### src/sv/pll_pkg.sv
// ----------------------------------------------------------------------------
// pll_pkg: shared definitions for the PIN lock with lockout
// Codes, reset values, the scanner's status struct and the PIN format check.
// ----------------------------------------------------------------------------
package pll_pkg;

  localparam int MAX_USERS_DEFAULT = 8;

  localparam int PIN_W      = 16;
  localparam int PIN_CHARS  = 4;
  localparam int PADDR_W    = 4;
  localparam int PDATA_W    = 32;

  // Item modes.
  localparam logic [1:0] MODE_ADD   = 2'd0;
  localparam logic [1:0] MODE_LOGIN = 2'd1;
  localparam logic [1:0] MODE_TICK  = 2'd2;

  // Result status codes.
  localparam logic [3:0] STAT_ADDED     = 4'd0;
  localparam logic [3:0] STAT_FULL      = 4'd1;
  localparam logic [3:0] STAT_DUPLICATE = 4'd2;
  localparam logic [3:0] STAT_BAD_FMT   = 4'd3;
  localparam logic [3:0] STAT_OK        = 4'd4;
  localparam logic [3:0] STAT_WRONG     = 4'd5;
  localparam logic [3:0] STAT_WAIT_GO   = 4'd6;
  localparam logic [3:0] STAT_WAITING   = 4'd7;
  localparam logic [3:0] STAT_BLOCKED   = 4'd8;
  localparam logic [3:0] STAT_TICK      = 4'd9;

  // Configuration register indexes (word address).
  localparam logic [1:0] REG_MAX_ATTEMPTS = 2'd0;
  localparam logic [1:0] REG_FIRST_WAIT   = 2'd1;
  localparam logic [1:0] REG_SECOND_WAIT  = 2'd2;

  localparam logic [3:0] MAX_ATTEMPTS_RST = 4'd3;
  localparam logic [7:0] FIRST_WAIT_RST   = 8'd30;
  localparam logic [7:0] SECOND_WAIT_RST  = 8'd60;

  localparam logic [7:0] CHAR_ZERO = 8'h30;
  localparam logic [7:0] CHAR_NINE = 8'h39;
  localparam logic [3:0] PIN_LEN   = 4'd4;

  typedef enum logic [1:0] {
    PH_NORMAL      = 2'd0,
    PH_FIRST_WAIT  = 2'd1,
    PH_SECOND_WAIT = 2'd2,
    PH_BLOCKED     = 2'd3
  } phase_t;

  typedef struct packed {
    logic             ok;
    logic [PIN_W-1:0] bcd;
  } pin_check_t;

  typedef struct packed {
    logic done;
    logic hit;
  } scan_rsp_t;

  // A PIN is well formed when exactly four characters were typed and each is
  // a decimal digit. The low nibble of an ASCII digit is its BCD value.
  function automatic pin_check_t check_pin(input logic [31:0] bytes,
                                           input logic [3:0]  len);
    pin_check_t r;
    logic [7:0] ch;
    r.ok  = (len == PIN_LEN);
    r.bcd = '0;
    for (int k = 0; k < PIN_CHARS; k++) begin
      ch = bytes[31-8*k -: 8];
      if (ch < CHAR_ZERO || ch > CHAR_NINE) begin
        r.ok = 1'b0;
      end
      r.bcd[PIN_W-1-4*k -: 4] = ch[3:0];
    end
    return r;
  endfunction

endpackage

### src/sv/pin_lock_with_lockout.sv
// ----------------------------------------------------------------------------
// pin_lock_with_lockout: PIN code lock with attempt lockout
// Stores up to MAX_USERS four-digit PINs, checks logins against them and
// runs a two-stage timed lockout followed by a permanent block.
// ----------------------------------------------------------------------------
// A tick, a rejected item or a malformed PIN is decided in EVAL and gives
// its done strobe from the done register; an add or login that must search
// the stored PINs waits in SCAN until pll_scan reports done.
// The block takes no new item while busy; the search reads one table
// entry per cycle through the single shared comparator in pll_scan.
// Reset (rst, synchronous): empties the table, clears the lockout and loads
// the register defaults. The receiver cannot stall; done lasts one cycle.
// ----------------------------------------------------------------------------
module pin_lock_with_lockout #(
  parameter int MAX_USERS = pll_pkg::MAX_USERS_DEFAULT
) (
  input  logic                          clk,
  input  logic                          rst,
  // Item channel.
  input  logic                          start,
  output logic                          busy,
  input  logic [1:0]                    mode,
  input  logic [31:0]                   pin_bytes,
  input  logic [3:0]                    pin_length,
  // Result channel.
  output logic                          done,
  output logic [3:0]                    status,
  output logic [2:0]                    user_index,
  output logic [3:0]                    attempts_left,
  output logic [7:0]                    wait_remaining,
  // Configuration port.
  input  logic                          psel,
  input  logic                          penable,
  input  logic                          pwrite,
  input  logic [pll_pkg::PADDR_W-1:0]   paddr,
  input  logic [pll_pkg::PDATA_W-1:0]   pwdata,
  output logic [pll_pkg::PDATA_W-1:0]   prdata,
  output logic                          pready
);

  localparam int UW = $clog2(MAX_USERS + 1);
  localparam int AW = (MAX_USERS > 1) ? $clog2(MAX_USERS) : 1;

  // The sequencer: EVAL decides whether the table has to be searched, SCAN
  // waits on the search unit, and every item closes with one update, made in its last EVAL or SCAN cycle.
  typedef enum logic [2:0] {
    S_IDLE = 3'b001,
    S_EVAL = 3'b010,
    S_SCAN = 3'b100
  } seq_state_t;

  seq_state_t state, state_next;

  // Configuration registers.
  logic [3:0] max_attempts;
  logic [7:0] first_wait_seconds;
  logic [7:0] second_wait_seconds;

  // Lock state.
  logic [UW-1:0]          users_stored, users_next;
  logic [3:0]             wrong_count, wrong_next;
  logic                   failed_rounds, failed_next;
  pll_pkg::phase_t        phase, phase_next;
  logic [7:0]             seconds_left, secs_next;

  // The item being worked on.
  logic [1:0]                mode_q;
  logic                      fmt_q;
  logic [pll_pkg::PIN_W-1:0] bcd_q;
  pll_pkg::pin_check_t       chk;

  // Result registers.
  logic [UW-1:0] index_q, index_next;
  logic [3:0]    status_next;
  logic [3:0]    left_next;
  logic [UW+2:0] index_wide;

  // Search unit hookup.
  pll_pkg::scan_rsp_t scan_rsp;
  logic [UW-1:0]      hit_idx;
  logic               scan_go;
  logic               wr_en;

  logic       accept;
  logic       finalize;
  logic       full;
  logic       pin_mode;
  logic       need_scan;
  logic [3:0] eff_max;
  logic [3:0] wrong_inc;
  logic       cfg_wr;

  assign accept   = start && (state == S_IDLE);
  assign busy     = (state != S_IDLE);
  assign pready   = 1'b1;
  assign cfg_wr   = psel && penable && pwrite;
  assign chk      = pll_pkg::check_pin(pin_bytes, pin_length);

  assign full      = (users_stored >= UW'(MAX_USERS));
  assign pin_mode  = (mode_q == pll_pkg::MODE_ADD) || (mode_q == pll_pkg::MODE_LOGIN);
  // Only a well-formed add or login in the normal phase, with room in the
  // table for an add, needs to look through the stored PINs.
  assign need_scan = pin_mode && (phase == pll_pkg::PH_NORMAL) && fmt_q &&
                     !((mode_q == pll_pkg::MODE_ADD) && full);

  // A zero attempt limit behaves as a limit of one.
  assign eff_max   = (max_attempts == 4'd0) ? 4'd1 : max_attempts;
  assign wrong_inc = wrong_count + 4'd1;

  pll_scan #(
    .MAX_USERS (MAX_USERS)
  ) u_scan (
    .clk     (clk),
    .rst     (rst),
    .go      (scan_go),
    .key     (bcd_q),
    .count   (users_stored),
    .wr_en   (wr_en),
    .wr_addr (users_stored[AW-1:0]),
    .wr_data (bcd_q),
    .rsp     (scan_rsp),
    .hit_idx (hit_idx)
  );

  always_comb begin
    state_next  = state;
    scan_go     = 1'b0;
    finalize    = 1'b0;
    wr_en       = 1'b0;
    users_next  = users_stored;
    wrong_next  = wrong_count;
    failed_next = failed_rounds;
    phase_next  = phase;
    secs_next   = seconds_left;
    status_next = pll_pkg::STAT_TICK;
    index_next  = '0;

    case (state)
      S_IDLE: begin
        if (start) begin
          state_next = S_EVAL;
        end
      end
      S_EVAL: begin
        if (need_scan) begin
          scan_go    = 1'b1;
          state_next = S_SCAN;
        end else begin
          finalize   = 1'b1;
          state_next = S_IDLE;
        end
      end
      S_SCAN: begin
        if (scan_rsp.done) begin
          finalize   = 1'b1;
          state_next = S_IDLE;
        end
      end
      default: begin
        state_next = S_IDLE;
      end
    endcase

    if (finalize) begin
      if (pin_mode) begin
        if (phase == pll_pkg::PH_BLOCKED) begin
          status_next = pll_pkg::STAT_BLOCKED;
        end else if (phase != pll_pkg::PH_NORMAL) begin
          status_next = pll_pkg::STAT_WAITING;
        end else if (mode_q == pll_pkg::MODE_ADD) begin
          // The full check comes ahead of the format check.
          if (full) begin
            status_next = pll_pkg::STAT_FULL;
          end else if (!fmt_q) begin
            status_next = pll_pkg::STAT_BAD_FMT;
          end else if (scan_rsp.hit) begin
            status_next = pll_pkg::STAT_DUPLICATE;
          end else begin
            wr_en       = 1'b1;
            index_next  = users_stored;
            users_next  = users_stored + UW'(1);
            status_next = pll_pkg::STAT_ADDED;
          end
        end else begin
          if (!fmt_q) begin
            // A malformed PIN is not counted as an attempt.
            status_next = pll_pkg::STAT_BAD_FMT;
          end else if (scan_rsp.hit) begin
            index_next  = hit_idx;
            wrong_next  = 4'd0;
            failed_next = 1'b0;
            status_next = pll_pkg::STAT_OK;
          end else if (wrong_inc >= eff_max) begin
            // The round is used up: the first failed round starts the first
            // wait, any later one the second wait.
            wrong_next  = 4'd0;
            status_next = pll_pkg::STAT_WAIT_GO;
            if (!failed_rounds) begin
              failed_next = 1'b1;
              phase_next  = pll_pkg::PH_FIRST_WAIT;
              secs_next   = (first_wait_seconds == 8'd0) ? 8'd1 : first_wait_seconds;
            end else begin
              phase_next  = pll_pkg::PH_SECOND_WAIT;
              secs_next   = (second_wait_seconds == 8'd0) ? 8'd1 : second_wait_seconds;
            end
          end else begin
            wrong_next  = wrong_inc;
            status_next = pll_pkg::STAT_WRONG;
          end
        end
      end else if (mode_q == pll_pkg::MODE_TICK) begin
        // Ticks only count while a wait runs. The end of the first wait
        // frees the lock; the end of the second blocks it for good.
        if (((phase == pll_pkg::PH_FIRST_WAIT) || (phase == pll_pkg::PH_SECOND_WAIT)) &&
            (seconds_left != 8'd0)) begin
          secs_next = seconds_left - 8'd1;
          if (seconds_left == 8'd1) begin
            phase_next = (phase == pll_pkg::PH_FIRST_WAIT) ? pll_pkg::PH_NORMAL
                                                            : pll_pkg::PH_BLOCKED;
          end
        end
      end
    end

    left_next = (wrong_next >= eff_max) ? 4'd0 : (eff_max - wrong_next);
  end

  // Control state.
  always_ff @(posedge clk) begin
    if (rst) begin
      state               <= S_IDLE;
      done                <= 1'b0;
      users_stored        <= '0;
      wrong_count         <= 4'd0;
      failed_rounds       <= 1'b0;
      phase               <= pll_pkg::PH_NORMAL;
      seconds_left        <= 8'd0;
      max_attempts        <= pll_pkg::MAX_ATTEMPTS_RST;
      first_wait_seconds  <= pll_pkg::FIRST_WAIT_RST;
      second_wait_seconds <= pll_pkg::SECOND_WAIT_RST;
    end else begin
      state         <= state_next;
      done          <= finalize;
      users_stored  <= users_next;
      wrong_count   <= wrong_next;
      failed_rounds <= failed_next;
      phase         <= phase_next;
      seconds_left  <= secs_next;
      if (cfg_wr) begin
        case (paddr[3:2])
          pll_pkg::REG_MAX_ATTEMPTS: max_attempts        <= pwdata[3:0];
          pll_pkg::REG_FIRST_WAIT:   first_wait_seconds  <= pwdata[7:0];
          pll_pkg::REG_SECOND_WAIT:  second_wait_seconds <= pwdata[7:0];
          default: ;
        endcase
      end
    end
  end

  // Item capture and result payload.
  always_ff @(posedge clk) begin
    if (accept) begin
      mode_q <= mode;
      fmt_q  <= chk.ok;
      bcd_q  <= chk.bcd;
    end
    if (finalize) begin
      status        <= status_next;
      index_q       <= index_next;
      attempts_left <= left_next;
    end
  end

  // The seconds counter only moves on an update, so it stands as the result.
  assign wait_remaining = seconds_left;

  assign index_wide = {3'b000, index_q};
  assign user_index = index_wide[2:0];

  always_comb begin
    case (paddr[3:2])
      pll_pkg::REG_MAX_ATTEMPTS: prdata = {28'd0, max_attempts};
      pll_pkg::REG_FIRST_WAIT:   prdata = {24'd0, first_wait_seconds};
      pll_pkg::REG_SECOND_WAIT:  prdata = {24'd0, second_wait_seconds};
      default:                   prdata = '0;
    endcase
  end

endmodule

### src/sv/pll_scan.sv
// ----------------------------------------------------------------------------
// pll_scan: PIN table and search unit
// Holds the stored PINs and walks them with one comparator, one entry per
// cycle, until a match is found or every stored entry has been seen.
// ----------------------------------------------------------------------------
module pll_scan #(
  parameter int MAX_USERS = pll_pkg::MAX_USERS_DEFAULT,
  localparam int UW = $clog2(MAX_USERS + 1),
  localparam int AW = (MAX_USERS > 1) ? $clog2(MAX_USERS) : 1
) (
  input  logic                     clk,
  input  logic                     rst,
  input  logic                     go,
  input  logic [pll_pkg::PIN_W-1:0] key,
  input  logic [UW-1:0]            count,
  input  logic                     wr_en,
  input  logic [AW-1:0]            wr_addr,
  input  logic [pll_pkg::PIN_W-1:0] wr_data,
  output pll_pkg::scan_rsp_t       rsp,
  output logic [UW-1:0]            hit_idx
);

  logic [pll_pkg::PIN_W-1:0] pin_store [MAX_USERS];
  logic [pll_pkg::PIN_W-1:0] rd_data;
  logic                      active;
  logic                      pend;
  logic [UW-1:0]             issue_idx;
  logic [UW-1:0]             pend_idx;
  logic                      more;
  logic                      hit;

  assign more    = (issue_idx < count);
  assign hit     = active && pend && (rd_data == key);
  assign rsp.hit  = hit;
  assign rsp.done = active && (hit || !more);
  assign hit_idx = pend_idx;

  always_ff @(posedge clk) begin
    if (wr_en) begin
      pin_store[wr_addr] <= wr_data;
    end
    rd_data  <= pin_store[issue_idx[AW-1:0]];
    pend_idx <= issue_idx;
  end

  always_ff @(posedge clk) begin
    if (rst) begin
      active    <= 1'b0;
      pend      <= 1'b0;
      issue_idx <= '0;
    end else if (go) begin
      active    <= 1'b1;
      pend      <= 1'b0;
      issue_idx <= '0;
    end else if (active) begin
      if (rsp.done) begin
        active <= 1'b0;
        pend   <= 1'b0;
      end else begin
        pend <= more;
        if (more) begin
          issue_idx <= issue_idx + UW'(1);
        end
      end
    end
  end

endmodule

### config.mk
export PLATFORM = sky130hd
export DESIGN_NAME = pin_lock_with_lockout
export DESIGN_NICKNAME = d
export VERILOG_FILES = /design/src/sv/pll_pkg.sv /design/src/sv/pin_lock_with_lockout.sv /design/src/sv/pll_scan.sv
export SDC_FILE = /design/constraint.sdc
export NUM_CORES = 1
export LEC_CHECK = 0
export BUFFER_PORTS_ARGS = -buffer_cell sky130_fd_sc_hd__buf_2
export CORE_ASPECT_RATIO = 1.25
export CORE_MARGIN = 4
export CORE_UTILIZATION = 25
export CTS_BUF_LIST = sky130_fd_sc_hd__clkbuf_4 sky130_fd_sc_hd__clkbuf_8
export DETAILED_ROUTE_END_ITERATION = 8
export SLEW_MARGIN = 40
export SYNTH_ARGS = -nofsm -noshare
export SYNTH_HDL_FRONTEND = slang
export SYNTH_SLANG_ARGS = --single-unit
### constraint.sdc
create_clock -name clk -period 7.4 [get_ports clk]
set_input_delay 1.48 -clock clk [delete_from_list [all_inputs] [get_ports clk]]
set_output_delay 1.48 -clock clk [all_outputs]
set_load 0.01 [all_outputs]
==> metrics.yaml, run 1 <==
finish:
  utilization_pct: 29.92
  most-common-layout-cells: "edfxtp_1, buf_2, dfxtp_1"
  nets: 890
  layout_commonest_cell: "edfxtp_1"
  n_antenna_cell: 0
  final_layout_size_suffix_gt1_share_pct: 28.31
  multi_input_area_um2: 3328
  final.fill_count: 3895
  seqCellArea_um2: 6107
  area_growth_pct: 17.76
timing:
  rsz0062_at_grt: "no"
  period_needed_ps: 4176
  tightestPinTransition_ps: 726.3
  fin_worst_skew_ps: 37.49
  fmax_ghz: 0.2395
  max-slew-margin-rel_pct: 51.58
  setup_tns_ps: 0
  post-route-period-util_pct: 56.43
  drv_slew: 0
  setup_viol: 0
  hold_viol_final: 0
  holdWs_ps: 462.3
synthesis:
  yosys.area.top_type_share_pct: 48.70
  async_reset_ff_share_pct: 0
  synth_warnings: 0
  synth_area_leaders: "edfxtp_1, dfxtp_1, mux4_2"
  synth_top_area_cell: "edfxtp_1"
  synth-seq-cells: 226
  avgSynthCellArea_um2: 14.22
  synth_edf_count: 158
  yosysUniqueCellTypes: 62
  netlist_area_um2: 9742
  ys.flop_type: "edfxtp_1"
  syn-instance-count: 685
  synth-seq-area-share_pct: 62.68
clocking:
  ctsResizeCount: 0
  cts_root_buf: "clkbuf_8"
  ctsHoldBuffers: 0
  cts-buffers-inserted: 39
  cts.sinks: 226
  cts_tree: "yes"
  path_clk_slew_ps: 60
  clkLatencyLatePin_ps: 550
  clockBufferDepth: 3
  h-tree-depth: 2
  cts_setup_buffers: 0
status:
  status: "finished, final reports clean"
detailed_routing:
  drt_wl_total_um: 21440
  vias: 5725
  drt-initial-drc-count: 437
  drc: 0
  wl_per_cell_um: 16.39
  first_pass_iters: 4
  drtAntennaViolNets: 0
  via_per_inst: 4.377
worst_setup_path:
  required_ps: 7700
  start_kind: "register"
  end_kind: "register"
  reg2reg_depth: 14
  path_max_fanout: 14
  cp.arrival_ps: 4480
  crit_type: "reg -> reg"
die:
  die_w_um: 184.6
  coreArea_um2: 38340
  rows: 80
  die_y_um: 228.7
  ios: 134
  start_util_pct: 25.41
  die_area_um2: 42210
grt:
  grt_antenna_before_repair: 1
  grt_overflow: 0
  track_usage_pct: 10.02
  grt_pass1_wl_um: 33600
  first_global_vias: 6062
  grt_max_degree: 49
place:
  place.detailed.hpwl_um: 13460
  io_buffers: 82
  place_congestion: 0.7780
worst_hold_path:
  hold_path_depth: 2
  worstHoldPathType: "reg -> reg"
power_and_ir_drop:
  p_leak_uw: 0.003982
  ir_worst_vdd_mv: 0.1032
  pwr_density_cell_nw_per_um2: 226.4
flow_run:
  maxCapViolCount: 0
cell type report:
class	count	area share [%]
Tap cell	492	5.366
Clock inverter	11	0.6217
Timing Repair Buffer	97	4.679
Inverter	26	0.8943
Clock buffer	58	6.195
Sequential cell	226	53.23
Multi-Input combinational cell	398	29.01
per-stage QoR:
step / power [uW] / worst slack [ps] / std cells / cell area (um2)
6_report: 2598 / 3224 / 1308 / 11470
5_1_grt: 2709 / 2885 / 1308 / 11470
4_1_cts: 2629 / 3161 / 1308 / 11470
3_5_place_dp: 1495 / 3182 / 1239 / 10690
3_3_place_gp: 1492 / 3287 / 1236 / 10650
2_1_floorplan: 1462 / 3623 / 708 / 9828
final timing paths:
path                           end        start  slack, ps
setup / recovery  attempts_left[2]     bcd_q[9]       3220
hold / removal         u_scan.pend  u_scan.pend        460
setup reg to reg  attempts_left[2]     bcd_q[9]       3220
hold reg to reg        u_scan.pend  u_scan.pend        460
routing by layer:
metal	vias to the layer above	track usage (%)	share of wire (%)
li1	2739	-	-
met1	2793	13.58	44
met2	163	16.02	48
met3	30	2.627	6.5
met4	0	2.520	1.7
met5	-	0	0
sequential cells by signal, indices dropped and copies added (netlist names), 4 cells and up:
register	cells
bcd_q	16
status	4
attempts_left	4
users_stored	4
first_wait_seconds	8
u_scan.issue_idx	4
wrong_count	4
u_scan.rd_data	16
second_wait_seconds	8
u_scan.pin_store	128
wait_remaining	8
max_attempts	4
worst max-delay path, stage by stage (launching register included):
cell and delay, ps:
edfxtp_1 520, xnor2_1 250, nand4_1 180, nor3_2 560
a31oi_4 220, inv_1 470, and4_4 360, mux2_2 160
ha_1 130, inv_1 60, fa_1 400, a21o_1 190
a21oi_1 190, a41o_1 170, nor2_1 70
where the power goes:
group	internal, uW	switching (uW)
registers	1370	20.3
logic	32.3	48.9
clock network	622	508
total	2020	577
cell families after synthesis:
logic type / after synthesis / synth area share [%]
xor gates and xnor gates: 23 / 2.068
AOI/OAI and AO/OA: 101 / 7.423
DFF: 226 / 62.68
buffers and inverters: 84 / 4.560
muxes: 71 / 11.64
adders and majority gates: 22 / 2.903
other: 2 / 0.07709
and+or+nand+nor: 156 / 8.657
cell usage after synthesis (4+ instances only):
| library cell | number |
|---|---|
| a211o_1 | 11 |
| a211oi_1 | 5 |
| a21oi_1 | 25 |
| a22o_1 | 4 |
| buf_1 | 5 |
| buf_4 | 25 |
| buf_6 | 4 |
| clkbuf_1 | 24 |
| dfxtp_1 | 68 |
| edfxtp_1 | 158 |
| ha_1 | 21 |
| inv_1 | 25 |
| mux2_2 | 18 |
| mux2i_1 | 21 |
| mux4_2 | 32 |
| nand2_1 | 18 |
| nand2b_1 | 9 |
| nand3_1 | 16 |
| nand4_1 | 8 |
| nor2_1 | 43 |
| nor2b_1 | 14 |
| nor3_1 | 10 |
| nor4_1 | 8 |
| o21ai_0 | 26 |
| or3_1 | 6 |
| xnor2_1 | 20 |
No activity file was read; power rests on OpenSTA's default activity.
==> inputs of run 2 (changes only) <==
- clock period: 7.4 -> 4 ns (I/O delays scaled with it)
==> run 2 against run 1 <==
First-iteration DRC count decreased by 39%. Flip-flop and latch count did not move. Non-clock buffer count up 9. Wire length decreased by 0.19%. Sequential power grew 84%. Hold slack got worse by 28 ps. Total power rose by 87%. Global-route usage hardly changed. Worst setup slack lost 2900 ps. Largest power group unchanged. Highest routed layer unchanged.
==> metrics.yaml, run 2 (same netlist as run 1, synthesis figures left out) <==
power_and_ir_drop:
  power.total_uw: 4853  # was 2598 uW
  ir_worst_vdd_mv: 0.2101  # was 0.1032 mV
  p_leak_uw: 0.004004  # was 0.003982 uW
  pwr_density_cell_nw_per_um2: 420.8  # was 226.4 nW/um2
worst_setup_path:
  path_max_fanout: 4  # was 14
  max_stage_delay_ps: 410  # was 560 ps
  rrSetupSlack_ps: 340  # was 3220 ps
  start_kind: "register"  # unchanged
  worstPathCellList: "nor3_1 > or2_2 > ha_1 > nand2b_1 > a21oi_1 > o21a_1 > a21boi_0 > and4_4 > mux2_2 > ha_1 > inv_1 > fa_1 > a21o_1 > a21oi_1 > a41o_1 > nor2_1"  # was xnor2_1 > nand4_1 > nor3_2 > a31oi_4 > inv_1 > and4_4 > mux2_2 > ha_1 > inv_1 > fa_1 > a21o_1 > a21oi_1 > a41o_1 > nor2_1
  end_kind: "register"  # unchanged
  crit_type: "reg -> reg"  # unchanged
  required_ps: 4300  # was 7700 ps
  crit_slowest_cell: "fa_1"  # was nor3_2
  cp.arrival_ps: 3960  # was 4480 ps
grt:
  first_global_vias: 6001  # was 6062
  grt_antenna_before_repair: 0  # was 1
  track_usage_pct: 9.989  # was 10.02%
  grt_overflow: 0  # unchanged
  grt_pass1_wl_um: 33280  # was 33600 um
  grt_max_degree: 49  # unchanged
detailed_routing:
  drtAntennaViolNets: 0  # unchanged
  drt-initial-drc-count: 266  # was 437
  drc: 0  # unchanged
  via_per_inst: 4.423  # was 4.377
  vias: 5825  # was 5725
  wl_per_cell_um: 16.25  # was 16.39 um
  first_pass_iters: 4  # unchanged
  drt_wl_total_um: 21400  # was 21440 um
die:
  start_util_pct: 25.41  # unchanged
  ios: 134  # unchanged
  die_y_um: 228.7  # unchanged
  coreArea_um2: 38340  # unchanged
  die_area_um2: 42210  # unchanged
  die_w_um: 184.6  # unchanged
  rows: 80  # unchanged
finish:
  final_layout_size_suffix_gt1_share_pct: 29.33  # was 28.31%
  reg_top3: "u_scan.pin_store x128, bcd_q x16, u_scan.rd_data x16"  # unchanged
  regMostFlops: "u_scan.pin_store"  # unchanged
  final_cells: 1317  # was 1308
  final.fill_count: 3848  # was 3895
  layout_commonest_cell: "edfxtp_1"  # unchanged
  nets: 898  # was 890
  largest_register_ffs: 128  # unchanged
  most-common-layout-cells: "edfxtp_1, buf_2, dfxtp_1"  # unchanged
  area_growth_pct: 18.39  # was 17.76%
  n_antenna_cell: 0  # unchanged
clocking:
  cts_setup_buffers: 0  # unchanged
  path_clk_slew_ps: 60  # about the same
  cts_tree: "yes"  # unchanged
  ctsResizeCount: 0  # unchanged
  ctsHoldBuffers: 0  # unchanged
  clockBufferDepth: 3  # unchanged
  cts-buffers-inserted: 38  # was 39
  cts_root_buf: "clkbuf_8"  # unchanged
  clkLatencyLatePin_ps: 540  # was 550 ps
  cts.sinks: 226  # unchanged
  h-tree-depth: 2  # unchanged
timing:
  fmax_ghz: 0.2732  # was 0.2395 GHz
  tightestPinTransition_ps: 730.8  # was 726.3 ps
  drv_slew: 0  # unchanged
  setup_tns_ps: 0  # unchanged
  hold_viol_final: 0  # unchanged
  holdWs_ps: 434.2  # was 462.3 ps
  timing.final.ws_setup_ps: 340.3  # was 3224 ps
  max-slew-margin-rel_pct: 50.83  # was 51.58%
  fin_worst_skew_ps: 30.49  # was 37.49 ps
  setup_viol: 0  # unchanged
  post-route-period-util_pct: 91.49  # was 56.43%
  period_needed_ps: 3660  # was 4176 ps
  rsz0062_at_grt: "no"  # unchanged
place:
  place_congestion: 0.7872  # was 0.7780
  place.detailed.hpwl_um: 13290  # was 13460 um
  io_buffers: 82  # unchanged
  dp_worst_setup_slack_ps: 316.0  # was 3182 ps
  dp_cells: 1248  # was 1239
status:
  status: "finished, final reports clean"  # unchanged
worst_hold_path:
  worstHoldPathType: "in -> reg"  # was reg -> reg
flow_run:
  maxCapViolCount: 0  # unchanged
==> run 2: stage by stage <==
step / cell area [um2] / util (%)
2_1_floorplan: 9828 / -
3_3_place_gp: 10730 / 27.99
3_5_place_dp: 10730 / 28.00
4_1_cts: 11530 / 30.08
5_1_grt: 11530 / 30.08
6_report: 11530 / 30.08
==> run 2: routing by layer <==
metal  GRT usage (%)  vias to the layer above  wire length, um  share of wire [%]
li1                -                     2763                -                  -
met1           13.52                     2856             9502                 44
met2           15.86                      164            10120                 47
met3           2.467                       42             1311                6.1
met4           3.005                        0              466                2.2
met5               0                        -                0                  0
==> run 2: path summary, 6_finish.rpt <==
check / start / endpoint / cells after the start
max: max_attempts[3] / attempts_left[3] / 16
min: pin_bytes[16] / bcd_q[8] / 1
max reg2reg: max_attempts[3] / attempts_left[3] / 16
min reg2reg: u_scan.pend / u_scan.pend / 2
==> run 2: cell type report <==
cell class	count	area [um2]	share of cell area, %
clock buffers	61	720.7	6.249
repair buffers	106	593.1	5.142
multi-input cells	398	3316	28.75
well taps	492	615.6	5.337
inverters	26	102.6	0.8896
flip-flops and latches	226	6107	52.95
clock inverters	8	78.83	0.6834
==> run 2: critical path: cells and delay by family, from the launching register on <==
family / cells / cell delay, ps
buffers and inverters: 1 / 60
muxes: 1 / 160
AOI/OAI and AO/OA: 6 / 1240
DFF: 1 / 340
adders and majority gates: 3 / 810
and+or+nand+nor: 5 / 840
==> run 2: where the power goes <==
group          leakage [uW]  switching, uW  internal, uW  total (uW)
clock              0.000426            923          1210        2140
combinational       0.00159           93.8          60.3         154
sequential          0.00198           34.2          2530        2560
total               0.00400           1050          3800        4850
